## src/rtl/core/rtp_pkg.sv

```systemverilog
// ----------------------------------------------------------------------------
// rtp_pkg
// Shared types and constants of the region tile partitioner: request and
// response payloads, controller states and the controller/datapath bundles.
// ----------------------------------------------------------------------------
package rtp_pkg;

   // Default configuration of the top level.
   localparam int MAX_TILES_DEF  = 64;
   localparam int COORD_BITS_DEF = 16;

   // The region is split into at most this many rows.
   localparam int ROWS_MAX = 4;

   // Field widths.
   localparam int FIELD_W   = 16;
   localparam int COUNT_W   = 7;
   localparam int POS_W     = 17;
   localparam int CELLS_W   = 48;
   localparam int ROW_W     = 2;
   localparam int COL_W     = 5;
   localparam int ROWS_W    = 3;
   localparam int DIVISOR_W = 5;
   localparam int AREA_W    = 32;

   typedef struct packed {
      logic [FIELD_W-1:0] offset_x;
      logic [FIELD_W-1:0] offset_y;
      logic [FIELD_W-1:0] region_width;
      logic [FIELD_W-1:0] region_height;
      logic [FIELD_W-1:0] region_days;
      logic [COUNT_W-1:0] tile_count;
   } req_type;

   typedef struct packed {
      logic [POS_W-1:0]   tile_x;
      logic [POS_W-1:0]   tile_y;
      logic [FIELD_W-1:0] tile_width;
      logic [FIELD_W-1:0] tile_height;
      logic [FIELD_W-1:0] tile_days;
      logic [CELLS_W-1:0] tile_cells;
      logic [ROW_W-1:0]   tile_row;
      logic [COL_W-1:0]   tile_col;
      logic               tile_valid;
      logic               last;
   } rsp_type;

   typedef enum logic [3:0] {
      ST_IDLE,
      ST_CHECK,
      ST_ZERO,
      ST_DIV_Y,
      ST_ROW,
      ST_DIV_X,
      ST_SIZE,
      ST_MUL1,
      ST_MUL2,
      ST_PUSH
   } state_type;

   // Commands from the controller to the datapath.
   typedef struct packed {
      logic load;
      logic div_y;
      logic take_y;
      logic div_x;
      logic take_x;
      logic size;
      logic mul1;
      logic mul2;
      logic push_tile;
      logic push_zero;
      logic next_col;
      logic next_row;
   } cmd_type;

   // Status from the datapath to the controller.
   typedef struct packed {
      logic count_zero;
      logic div_busy;
      logic div_done;
      logic last_row;
      logic last_col;
      logic out_free;
   } status_type;

endpackage

```

## src/rtl/core/region_tile_partitioner_core.sv

```systemverilog
// ----------------------------------------------------------------------------
// region_tile_partitioner_core
// Splits a 2D region into up to MAX_TILES tiles over at most four rows and
// returns one response per tile.
// ----------------------------------------------------------------------------
// Usage: a request on req_* carries the region origin, extent, day count and
// tile count. It is taken when req_valid and req_ready are high together.
// The block then returns one response per tile on rsp_*, row by row and
// column by column, with last set on the final one. A tile count of zero
// gives one response with tile_valid low and last high.
// Sequencing: a shared one-bit-per-cycle divider divides the height once and
// the width once per row. Each tile then steps through size, two multiply
// steps and the output load.
// req_ready is high only while no request is in progress; the next request
// can be taken while the last response still waits in the output register.
// When the receiver stalls, the tile walk pauses at the output register.
// Reset returns the controller to idle and empties the output register.
// ----------------------------------------------------------------------------
module region_tile_partitioner_core #(
   parameter int MAX_TILES  = rtp_pkg::MAX_TILES_DEF,
   parameter int COORD_BITS = rtp_pkg::COORD_BITS_DEF
) (
   input  logic             clock,
   input  logic             reset,
   input  logic             req_valid,
   output logic             req_ready,
   input  rtp_pkg::req_type req_data,
   output logic             rsp_valid,
   input  logic             rsp_ready,
   output rtp_pkg::rsp_type rsp_data
);

   rtp_pkg::cmd_type    cmd;
   rtp_pkg::status_type sts;

   // Sequencing.
   rtp_ctrl u_ctrl (
      .clock     (clock),
      .reset     (reset),
      .req_valid (req_valid),
      .req_ready (req_ready),
      .sts       (sts),
      .cmd       (cmd)
   );

   // Arithmetic and storage.
   rtp_datapath #(
      .MAX_TILES  (MAX_TILES),
      .COORD_BITS (COORD_BITS)
   ) u_datapath (
      .clock     (clock),
      .reset     (reset),
      .req_data  (req_data),
      .cmd       (cmd),
      .sts       (sts),
      .rsp_valid (rsp_valid),
      .rsp_ready (rsp_ready),
      .rsp_data  (rsp_data)
   );

endmodule

```

## src/rtl/core/rtp_div.sv

```systemverilog
// ----------------------------------------------------------------------------
// rtp_div
// Restoring divider for a wide dividend and a narrow divisor, one quotient
// bit per cycle. Quotient and remainder are valid when done pulses.
// ----------------------------------------------------------------------------
module rtp_div #(
   parameter int DIVIDEND_W = rtp_pkg::COORD_BITS_DEF
) (
   input  logic                           clock,
   input  logic                           reset,
   input  logic                           start,
   input  logic [DIVIDEND_W-1:0]          dividend,
   input  logic [rtp_pkg::DIVISOR_W-1:0]  divisor,
   output logic                           busy,
   output logic                           done,
   output logic [DIVIDEND_W-1:0]          quotient,
   output logic [rtp_pkg::DIVISOR_W-1:0]  remainder
);

   localparam int DW    = rtp_pkg::DIVISOR_W;
   localparam int CNT_W = $clog2(DIVIDEND_W + 1);

   logic [DIVIDEND_W-1:0] quo_ff, quo_in;
   logic [DW-1:0]         rem_ff, rem_in;
   logic [DW-1:0]         dvs_ff, dvs_in;
   logic [CNT_W-1:0]      cnt_ff, cnt_in;
   logic                  busy_ff, busy_in;
   logic                  done_ff, done_in;
   logic [DW:0]           trial;
   logic                  fits;

   // One restoring step: shift in the next dividend bit and try to subtract.
   assign trial = {rem_ff, quo_ff[DIVIDEND_W-1]};
   assign fits  = (trial >= {1'b0, dvs_ff});

   always_comb begin
      quo_in  = quo_ff;
      rem_in  = rem_ff;
      dvs_in  = dvs_ff;
      cnt_in  = cnt_ff;
      busy_in = busy_ff;
      done_in = 1'b0;
      if (start) begin
         quo_in  = dividend;
         rem_in  = '0;
         dvs_in  = divisor;
         cnt_in  = CNT_W'(DIVIDEND_W);
         busy_in = 1'b1;
      end else if (busy_ff) begin
         quo_in  = {quo_ff[DIVIDEND_W-2:0], fits};
         rem_in  = fits ? DW'(trial - {1'b0, dvs_ff}) : DW'(trial);
         cnt_in  = cnt_ff - CNT_W'(1);
         busy_in = (cnt_ff != CNT_W'(1));
         done_in = (cnt_ff == CNT_W'(1));
      end
   end

   // Control registers are reset; the operands are not.
   always_ff @(posedge clock) begin
      if (reset) begin
         cnt_ff  <= '0;
         busy_ff <= 1'b0;
         done_ff <= 1'b0;
      end else begin
         cnt_ff  <= cnt_in;
         busy_ff <= busy_in;
         done_ff <= done_in;
      end
   end

   always_ff @(posedge clock) begin
      quo_ff <= quo_in;
      rem_ff <= rem_in;
      dvs_ff <= dvs_in;
   end

   assign busy      = busy_ff;
   assign done      = done_ff;
   assign quotient  = quo_ff;
   assign remainder = rem_ff;

endmodule

```

## src/rtl/core/rtp_datapath.sv

```systemverilog
// ----------------------------------------------------------------------------
// rtp_datapath
// Request latch, row and column counters, the shared divider, the tile size
// and cell count arithmetic, and the response output register.
// ----------------------------------------------------------------------------
module rtp_datapath #(
   parameter int MAX_TILES  = rtp_pkg::MAX_TILES_DEF,
   parameter int COORD_BITS = rtp_pkg::COORD_BITS_DEF
) (
   input  logic                clock,
   input  logic                reset,
   input  rtp_pkg::req_type    req_data,
   input  rtp_pkg::cmd_type    cmd,
   output rtp_pkg::status_type sts,
   output logic                rsp_valid,
   input  logic                rsp_ready,
   output rtp_pkg::rsp_type    rsp_data
);

   localparam int CW  = COORD_BITS;
   localparam int FW  = rtp_pkg::FIELD_W;
   localparam int PW  = rtp_pkg::POS_W;
   localparam int NW  = rtp_pkg::COUNT_W;
   localparam int RW  = rtp_pkg::ROW_W;
   localparam int KW  = rtp_pkg::COL_W;
   localparam int SW  = rtp_pkg::ROWS_W;
   localparam int DW  = rtp_pkg::DIVISOR_W;
   localparam int AW  = rtp_pkg::AREA_W;
   localparam int XW  = rtp_pkg::CELLS_W;

   // Latched request.
   logic [CW-1:0] ox_ff, oy_ff, rw_ff, rh_ff;
   logic [FW-1:0] rd_ff;
   logic [NW-1:0] count_ff, count_in;

   // Split geometry.
   logic [SW-1:0] rows;
   logic [KW-1:0] base_cols;
   logic [RW-1:0] extra_rows;
   logic [KW-1:0] cols_cur;

   // Walk state and per-row results.
   logic [CW-1:0] qy_ff, qx_ff;
   logic [DW-1:0] ry_ff, rx_ff;
   logic [RW-1:0] row_ff, row_in;
   logic [KW-1:0] col_ff, col_in;
   logic [PW-1:0] x_acc_ff, x_acc_in;
   logic [PW-1:0] y_acc_ff, y_acc_in;
   logic [FW-1:0] w_ff, h_ff;
   logic [CW:0]   w_sum, h_sum;
   logic [AW-1:0] hw_ff;
   logic [XW-1:0] cells_ff;
   logic          last_row, last_col;

   // Divider hookup.
   logic          div_start;
   logic [CW-1:0] div_dividend;
   logic [DW-1:0] div_divisor;
   logic          div_busy, div_done;
   logic [CW-1:0] div_quo;
   logic [DW-1:0] div_rem;

   // Output register.
   logic             rsp_valid_ff, rsp_valid_in;
   rtp_pkg::rsp_type rsp_data_ff, rsp_data_in;
   logic             out_free;

   // Tile count saturates at the configured maximum.
   assign count_in = (req_data.tile_count > NW'(MAX_TILES)) ? NW'(MAX_TILES)
                                                            : req_data.tile_count;

   always_ff @(posedge clock) begin
      if (cmd.load) begin
         ox_ff    <= CW'(req_data.offset_x);
         oy_ff    <= CW'(req_data.offset_y);
         rw_ff    <= CW'(req_data.region_width);
         rh_ff    <= CW'(req_data.region_height);
         rd_ff    <= req_data.region_days;
         count_ff <= count_in;
      end
   end

   // Rows and columns: one tile per row up to the row limit, then the count
   // is spread over the rows with the leading rows taking one extra column.
   always_comb begin
      if (count_ff <= NW'(rtp_pkg::ROWS_MAX)) begin
         rows       = SW'(count_ff);
         base_cols  = KW'(1);
         extra_rows = '0;
      end else begin
         rows       = SW'(rtp_pkg::ROWS_MAX);
         base_cols  = KW'(count_ff / rtp_pkg::ROWS_MAX);
         extra_rows = RW'(count_ff % rtp_pkg::ROWS_MAX);
      end
   end

   assign cols_cur = base_cols + KW'(row_ff < extra_rows);
   assign last_row = ({1'b0, row_ff} == rows - SW'(1));
   assign last_col = (col_ff == cols_cur - KW'(1));

   // Shared divider: height by rows once, then width by columns per row.
   assign div_start    = cmd.div_y | cmd.div_x;
   assign div_dividend = cmd.div_y ? rh_ff : rw_ff;
   assign div_divisor  = cmd.div_y ? DW'(rows) : cols_cur;

   rtp_div #(
      .DIVIDEND_W (CW)
   ) u_div (
      .clock     (clock),
      .reset     (reset),
      .start     (div_start),
      .dividend  (div_dividend),
      .divisor   (div_divisor),
      .busy      (div_busy),
      .done      (div_done),
      .quotient  (div_quo),
      .remainder (div_rem)
   );

   always_ff @(posedge clock) begin
      if (cmd.take_y) begin
         qy_ff <= div_quo;
         ry_ff <= div_rem;
      end
      if (cmd.take_x) begin
         qx_ff <= div_quo;
         rx_ff <= div_rem;
      end
   end

   // Row and column counters with the running tile origin.
   always_comb begin
      row_in   = row_ff;
      col_in   = col_ff;
      x_acc_in = x_acc_ff;
      y_acc_in = y_acc_ff;
      if (cmd.take_y) begin
         row_in   = '0;
         y_acc_in = PW'(oy_ff);
      end else if (cmd.next_row) begin
         row_in   = row_ff + RW'(1);
         y_acc_in = y_acc_ff + PW'(qy_ff);
      end
      if (cmd.take_x) begin
         col_in   = '0;
         x_acc_in = PW'(ox_ff);
      end else if (cmd.next_col) begin
         col_in   = col_ff + KW'(1);
         x_acc_in = x_acc_ff + PW'(qx_ff);
      end
   end

   always_ff @(posedge clock) begin
      if (reset) begin
         row_ff <= '0;
         col_ff <= '0;
      end else begin
         row_ff <= row_in;
         col_ff <= col_in;
      end
   end

   always_ff @(posedge clock) begin
      x_acc_ff <= x_acc_in;
      y_acc_ff <= y_acc_in;
   end

   // Tile size: the last column and the last row take the remainders.
   assign w_sum = (CW+1)'(qx_ff) + (last_col ? (CW+1)'(rx_ff) : '0);
   assign h_sum = (CW+1)'(qy_ff) + (last_row ? (CW+1)'(ry_ff) : '0);

   // Size, then area, then cell count, one register after each step.
   always_ff @(posedge clock) begin
      if (cmd.size) begin
         w_ff <= FW'(w_sum);
         h_ff <= FW'(h_sum);
      end
      if (cmd.mul1) begin
         hw_ff <= AW'(w_ff) * AW'(h_ff);
      end
      if (cmd.mul2) begin
         cells_ff <= XW'(hw_ff) * XW'(rd_ff);
      end
   end

   // Output register: loads when empty or being drained.
   assign out_free = !rsp_valid_ff || rsp_ready;

   always_comb begin
      rsp_valid_in = rsp_valid_ff;
      rsp_data_in  = rsp_data_ff;
      if (cmd.push_tile) begin
         rsp_valid_in            = 1'b1;
         rsp_data_in.tile_x      = x_acc_ff;
         rsp_data_in.tile_y      = y_acc_ff;
         rsp_data_in.tile_width  = w_ff;
         rsp_data_in.tile_height = h_ff;
         rsp_data_in.tile_days   = rd_ff;
         rsp_data_in.tile_cells  = cells_ff;
         rsp_data_in.tile_row    = row_ff;
         rsp_data_in.tile_col    = col_ff;
         rsp_data_in.tile_valid  = 1'b1;
         rsp_data_in.last        = last_row && last_col;
      end else if (cmd.push_zero) begin
         rsp_valid_in            = 1'b1;
         rsp_data_in             = '0;
         rsp_data_in.last        = 1'b1;
      end else if (rsp_ready) begin
         rsp_valid_in            = 1'b0;
      end
   end

   always_ff @(posedge clock) begin
      if (reset) begin
         rsp_valid_ff <= 1'b0;
      end else begin
         rsp_valid_ff <= rsp_valid_in;
      end
   end

   always_ff @(posedge clock) begin
      rsp_data_ff <= rsp_data_in;
   end

   assign rsp_valid = rsp_valid_ff;
   assign rsp_data  = rsp_data_ff;

   // Status back to the controller.
   assign sts.count_zero = (count_ff == '0);
   assign sts.div_busy   = div_busy;
   assign sts.div_done   = div_done;
   assign sts.last_row   = last_row;
   assign sts.last_col   = last_col;
   assign sts.out_free   = out_free;

endmodule

```

## src/rtl/core/rtp_ctrl.sv

```systemverilog
// ----------------------------------------------------------------------------
// rtp_ctrl
// Controller state machine: accepts a request, sequences the divisions and
// walks the tiles row by row, issuing commands to the datapath.
// ----------------------------------------------------------------------------
module rtp_ctrl (
   input  logic                clock,
   input  logic                reset,
   input  logic                req_valid,
   output logic                req_ready,
   input  rtp_pkg::status_type sts,
   output rtp_pkg::cmd_type    cmd
);

   rtp_pkg::state_type state_ff, state_in;

   always_ff @(posedge clock) begin
      if (reset) begin
         state_ff <= rtp_pkg::ST_IDLE;
      end else begin
         state_ff <= state_in;
      end
   end

   // Next state and commands.
   always_comb begin
      state_in  = state_ff;
      cmd       = '0;
      req_ready = 1'b0;
      unique case (state_ff)
         rtp_pkg::ST_IDLE: begin
            req_ready = 1'b1;
            if (req_valid) begin
               cmd.load = 1'b1;
               state_in = rtp_pkg::ST_CHECK;
            end
         end
         rtp_pkg::ST_CHECK: begin
            if (sts.count_zero) begin
               state_in = rtp_pkg::ST_ZERO;
            end else begin
               cmd.div_y = 1'b1;
               state_in  = rtp_pkg::ST_DIV_Y;
            end
         end
         rtp_pkg::ST_ZERO: begin
            if (sts.out_free) begin
               cmd.push_zero = 1'b1;
               state_in      = rtp_pkg::ST_IDLE;
            end
         end
         rtp_pkg::ST_DIV_Y: begin
            if (sts.div_done) begin
               cmd.take_y = 1'b1;
               state_in   = rtp_pkg::ST_ROW;
            end
         end
         rtp_pkg::ST_ROW: begin
            cmd.div_x = 1'b1;
            state_in  = rtp_pkg::ST_DIV_X;
         end
         rtp_pkg::ST_DIV_X: begin
            if (sts.div_done) begin
               cmd.take_x = 1'b1;
               state_in   = rtp_pkg::ST_SIZE;
            end
         end
         rtp_pkg::ST_SIZE: begin
            cmd.size = 1'b1;
            state_in = rtp_pkg::ST_MUL1;
         end
         rtp_pkg::ST_MUL1: begin
            cmd.mul1 = 1'b1;
            state_in = rtp_pkg::ST_MUL2;
         end
         rtp_pkg::ST_MUL2: begin
            cmd.mul2 = 1'b1;
            state_in = rtp_pkg::ST_PUSH;
         end
         rtp_pkg::ST_PUSH: begin
            if (sts.out_free) begin
               cmd.push_tile = 1'b1;
               if (!sts.last_col) begin
                  cmd.next_col = 1'b1;
                  state_in     = rtp_pkg::ST_SIZE;
               end else if (!sts.last_row) begin
                  cmd.next_row = 1'b1;
                  state_in     = rtp_pkg::ST_ROW;
               end else begin
                  state_in     = rtp_pkg::ST_IDLE;
               end
            end
         end
         default: begin
            state_in = rtp_pkg::ST_IDLE;
         end
      endcase
   end

`ifndef ASSERT_OFF
   // A response is only loaded when the output register can take it.
   a_push_room: assert property (@(posedge clock) disable iff (reset)
      (cmd.push_tile || cmd.push_zero) |-> sts.out_free)
      else $error("response pushed into a full output register");

   // The divider is never restarted while it is still working.
   a_div_idle: assert property (@(posedge clock) disable iff (reset)
      (cmd.div_y || cmd.div_x) |-> !sts.div_busy)
      else $error("divider started while busy");

   // The final tile of a request returns the controller to idle.
   a_last_idle: assert property (@(posedge clock) disable iff (reset)
      (cmd.push_tile && sts.last_row && sts.last_col) |=> state_ff == rtp_pkg::ST_IDLE)
      else $error("controller did not return to idle after the last tile");

   // The empty answer is only given for a zero tile count.
   a_zero_only: assert property (@(posedge clock) disable iff (reset)
      cmd.push_zero |-> sts.count_zero)
      else $error("empty answer for a nonzero tile count");
`endif

endmodule
```

## config.mk

```make
export PLATFORM = sky130hd
export DESIGN_NAME = region_tile_partitioner_core
export DESIGN_NICKNAME = d
export VERILOG_FILES = /design/src/rtl/core/rtp_pkg.sv /design/src/rtl/core/region_tile_partitioner_core.sv /design/src/rtl/core/rtp_div.sv /design/src/rtl/core/rtp_datapath.sv /design/src/rtl/core/rtp_ctrl.sv
export SDC_FILE = /design/constraint.sdc
export NUM_CORES = 2
export LEC_CHECK = 0
export BUFFER_PORTS_ARGS = -buffer_cell sky130_fd_sc_hd__clkbuf_2
export CAP_MARGIN = 20
export CORE_AREA = 2 2 332 334
export CTS_CLUSTER_SIZE = 14
export DETAILED_ROUTE_END_ITERATION = 7
export DIE_AREA = 0 0 334 336
export PLACE_DENSITY = 0.62
export SETUP_SLACK_MARGIN = 0.5
export SLEW_MARGIN = 20
export SYNTH_ARGS = -nofsm -noshare
export SYNTH_HDL_FRONTEND = slang
export SYNTH_HIERARCHICAL = 1
export SYNTH_SLANG_ARGS = --single-unit
```

## constraint.sdc

```tcl
create_clock -name clock -period 7.7 [get_ports clock]
set_input_delay 0.77 -clock clock [delete_from_list [all_inputs] [get_ports clock]]
set_output_delay 0.77 -clock clock [all_outputs]
set_load 0.03 [all_outputs]
```

Word level (Yosys, flattened, before mapping)
Index checks and enable logic that the tools add are counted.
{"block": "op_classes", "muxes": 52, "order_cmp": 4, "bitwise_logic": 2, "reduce_logical": 15, "n_eq_ne": 18, "n_addsub": 11, "mul": 2}
{"cell": "$mux 139", "count": 2}
{"cell": "$mux 16", "count": 7}
{"cell": "$mul 32x16->48", "count": 1}
{"cell": "$pmux 4 s10", "count": 1}
{"cell": "$add 17x16->17", "count": 2}
{"cell": "$add 16x16->16", "count": 2}
{"cell": "$mul 16x16->32", "count": 1}
{"cell": "$mux 5", "count": 6}
{"cell": "$mux 1", "count": 24}
{"cell": "$mux 4", "count": 6}
{"cell": "$eq 4x3->1 const B", "count": 4}
{"cell": "$sub 5x1->5 const B", "count": 2}
{"cell": "$mux 3", "count": 3}
{"cell": "$eq 4x2->1 const B", "count": 2}
{"cell": "$eq 4x4->1 const B", "count": 2}
{"cell": "$ne 2x1->1 const B", "count": 4}
{"cell": "$reduce_bool 2->1", "count": 4}
{"cell": "$gt 7x7->1 const B", "count": 1}
{"cell": "$le 7x3->1 const B", "count": 1}
{"cell": "$logic_not 7->1", "count": 1}
{"cell": "$ge 6x5->1", "count": 1}
{"cell": "$mux 2", "count": 3}
{"cell": "$reduce_or 2->1", "count": 3}
{"cell": "$add 5x1->5", "count": 1}
{"cell": "20 further kinds", "count": 20}
{"block": "word_totals", "ff_bits": 459, "output_inout_bits": 141, "word_cells": 144, "inputBits": 91}

Depth between registers and ports, before layout
{"block": "logic_depth", "depth_word": 11, "mapped_depth": 25, "depth_no_buf": 24}

Cells and area by module
The synthesis kept the hierarchy.
{"mod": "rtp_datapath", "area_each_um2": 41165.7, "seq_area_each_um2": 12562.0, "instances": 1, "cells_each": 3897}
{"mod": "rtp_div", "area_each_um2": 1592.8, "seq_area_each_um2": 870.8, "instances": 1, "cells_each": 127}
{"mod": "rtp_ctrl", "area_each_um2": 445.4, "seq_area_each_um2": 80.1, "instances": 1, "cells_each": 62}

Least setup slack after synthesis
Ideal clock, no wire load.
{"block": "synth_path", "path_type": "register to register", "startpoint": "reg u_datapath.hw_ff[19]", "endpoint": "reg u_datapath.cells_ff[31], data pin", "t_required_ps": 7520, "arrival_ps": 5940, "path_buffers": 1, "period_less_slack_ps": 6120, "path_slack_ps": 1580, "setup_ps": 180, "stages_incl_launch_ff": 22, "cell_sequence": "edfxtp_1 -> clkbuf_1 -> nand2_1 -> fa_1 -> fa_1 -> fa_1 -> inv_1 -> fa_1 -> fa_1 -> inv_1 -> fa_1 -> inv_1 -> ha_1 -> a21o_1 -> a211oi_1 -> nand2_1 -> and3_1 -> a2111oi_2 -> o21ai_1 -> a21o_1 -> o21a_1 -> o311ai_1"}
{"block": "synth_between", "elab_chain_len": 1}
{"element": "from (decl)", "line_no": "rtp_datapath.sv:51", "text": "logic [AW-1:0] hw_ff;"}
{"element": "from (signal assigned)", "line_no": "rtp_datapath.sv:179", "text": "hw_ff <= AW'(w_ff) * AW'(h_ff);"}
{"element": "$mul 32x16->48", "line_no": "rtp_datapath.sv:182", "text": "cells_ff <= XW'(hw_ff) * XW'(rd_ff);"}
{"element": "to (signal assigned)", "line_no": "rtp_datapath.sv:182"}
{"element": "to (decl)", "line_no": "rtp_datapath.sv:52", "text": "logic [XW-1:0] cells_ff;"}
No other way between the ends.
A chain may end at the register's enable or synchronous reset.

Worst setup path in the final report
{"block": "layout_path", "startpoint": "reg u_datapath.w_ff[2]", "endpoint": "reg u_datapath.hw_ff[31], data pin"}
{"block": "layout_between", "elab_chain_len": 1}
{"element": "from (decl)", "line_no": "rtp_datapath.sv:49", "text": "logic [FW-1:0] w_ff, h_ff;"}
{"element": "from (signal assigned)", "line_no": "rtp_datapath.sv:175", "text": "w_ff <= FW'(w_sum);"}
{"element": "$mul 16x16->32", "line_no": "rtp_datapath.sv:179"}
No other way between the ends.

==> out/results.tsv <==
metric	value	unit
fmax	145	MHz
hold_viol	0	
synthCells	4085	
finalWeightedCongestion	0.872	
slew_headroom	0.308	
end_kind	flop	
crit_required	8.10	ns
finalCriticalPeriod	6.92	ns
cts_tree	built	
antennaDiodeCount	0	
syn_area_per_cell	10.6	um2
routed_wl	107000	um
fin_setup_tns	0	ns
drive_gt1_frac	0.118	
port_buffers	231	
r2r_cells	23	
syn_to_final_growth	12.6	%
min_delay_path_depth	1	
grt_overflow_total	0	
final_max_slew_viol_count	0	
cts.sinks	459	
cts_buffer_depth	3	
clk_latency	0.69	ns
dr_total_vias	29200	
hp-class	primary input to flop	
arrival	7.32	ns
wire_per_inst	18.5	um
yosys_warnings	6	
cts_buffers	54	
path_clk_slew	0.06	ns
antenna_found_initial	1	
synth_area	0.0432	mm2
drv_cap	0	
coreArea	0.108	mm2
holdWs	0.258	ns
pin_count	232	
initial_core_util	0.398	
htree_num_levels	2	
die_h	336	um
num-fill-cells	10200	
viasPerCell	5.05	
postCtsHoldBufs	0	
worstSetupPathType	flop to flop	
grt_pass1_vias	30600	
final_core_util	0.449	
drt-pass1-iter-count	6	
die_w	334	um
startpoint_type	flop	
die_area	0.112	mm2
skew	0.0408	ns
hpwl	81000	um
drt_iter0_markers	1678	
rsz0062_at_grt	true	
critical_path.max_fanout	11	
status	completed	
rows	121	
antenna_left	0	
grt_max_degree	86	
finalSetupViolations	0	
grt_pass1_wl	167000	um
root_buffer	clkbuf_16	
grt_use_total	0.191	
post-route-period-util	0.898	
drcViolationCount	0	
syn_nets	5072	
worstMarginPinSlew	1.03	ns
final_nets	5324	
[through the flow]
step / instances / setup slack (ns) / cell area, um2
final: 5796 / 0.782 / 48700
after global routing: 5796 / 0.481 / 48700
after CTS: 5716 / 0.626 / 47700
after detailed placement: 5615 / 0.636 / 45900
after global placement: 5615 / 0.776 / 45900
after floorplan: 4085 / 1.58 / 43200
[layout by cell type, fill, tap and decap left out, drive strengths merged, types with 59 or more instances in the layout]
| cell | count |
|---|---|
| edfxtp | 432 |
| clkbuf | 294 |
| fa | 617 |
| nand2 | 570 |
| buf | 129 |
| nor2 | 92 |
| xor2 | 59 |
| and2 | 452 |
| ha | 279 |
| a21oi | 91 |
| inv | 727 |
| o21ai | 84 |
| xnor2 | 85 |
[per-layer routing]
metal / global-route usage / wire [um] / share of wire
met2: 0.352 / 56100 / 0.52
met5: 0 / 0 / 0
met1: 0.230 / 42300 / 0.39
met4: 0.0655 / 3680 / 0.034
met3: 0.0234 / 5380 / 0.050
[flip-flops by register name, indices dropped and copies added, names as in the netlist, 5 cells and up]
signal / cells
u_datapath/rx_ff: 5
u_datapath/qy_ff: 16
u_datapath/h_ff: 16
u_datapath/y_acc_ff: 17
u_datapath/ox_ff: 16
u_datapath/u_div/remainder: 5
u_datapath/ry_ff: 5
u_datapath/qx_ff: 16
u_datapath/col_ff: 5
u_datapath/rh_ff: 16
u_datapath/oy_ff: 16
u_datapath/rd_ff: 16
u_datapath/hw_ff: 32
u_datapath/cells_ff: 48
u_datapath/u_div/cnt_ff: 5
u_datapath/u_div/dvs_ff: 5
u_datapath/u_div/quotient: 16
u_datapath/w_ff: 16
u_datapath/rsp_data: 139
u_datapath/x_acc_ff: 17
u_datapath/count_ff: 7
u_datapath/rw_ff: 16
[repair_timing]
| item | in CTS | in global routing |
|---|---|---|
| buffers inserted | 0 | 78 |
| hold endpoints to repair | 0 | 0 |
| setup endpoints to repair | 0 | 16 |
| resized for setup | 0 | 0 |
[final cells by class]
type | instances | area [um2] | area share
multi-input cells | 2738 | 26400 | 0.542
flip-flops and latches | 459 | 13500 | 0.278
inverters | 724 | 2730 | 0.0560
repair buffers | 360 | 2460 | 0.0506
well taps | 1414 | 1770 | 0.0364
clock buffers | 63 | 1390 | 0.0285
clock inverters | 38 | 453 | 0.00931
[path summary, 6_finish.rpt]
| check | start | end | slack, ns |
|---|---|---|---|
| max | u_datapath/w_ff[2] | u_datapath/hw_ff[31] | 0.78 |
| min | req_data[75] | u_datapath/ox_ff[4] | 0.26 |
| max reg2reg | u_datapath/w_ff[2] | u_datapath/hw_ff[31] | 0.78 |
| min reg2reg | u_datapath/u_div/quotient[0] | u_datapath/qx_ff[0] | 0.49 |
[critical path, stage by stage, from the launching register on]
cell and delay [ns]:
edfxtp_1 0.86, buf_4 0.28, nand2_1 0.08, fa_1 0.51
inv_1 0.05, fa_1 0.47, inv_1 0.05, fa_1 0.47
inv_1 0.05, fa_1 0.35, inv_1 0.08, fa_1 0.43
fa_1 0.50, inv_1 0.04, ha_1 0.36, a2111oi_0 0.53
o21ai_0 0.21, a31oi_1 0.25, o311ai_1 0.18, a31oi_1 0.33
a211oi_1 0.16, o21a_1 0.19, nor2_1 0.11, xnor2_1 0.09
Power is left out: the tool's default activity adds up to more than one toggle a clock period on the data nets, which glitch-free logic cannot reach.
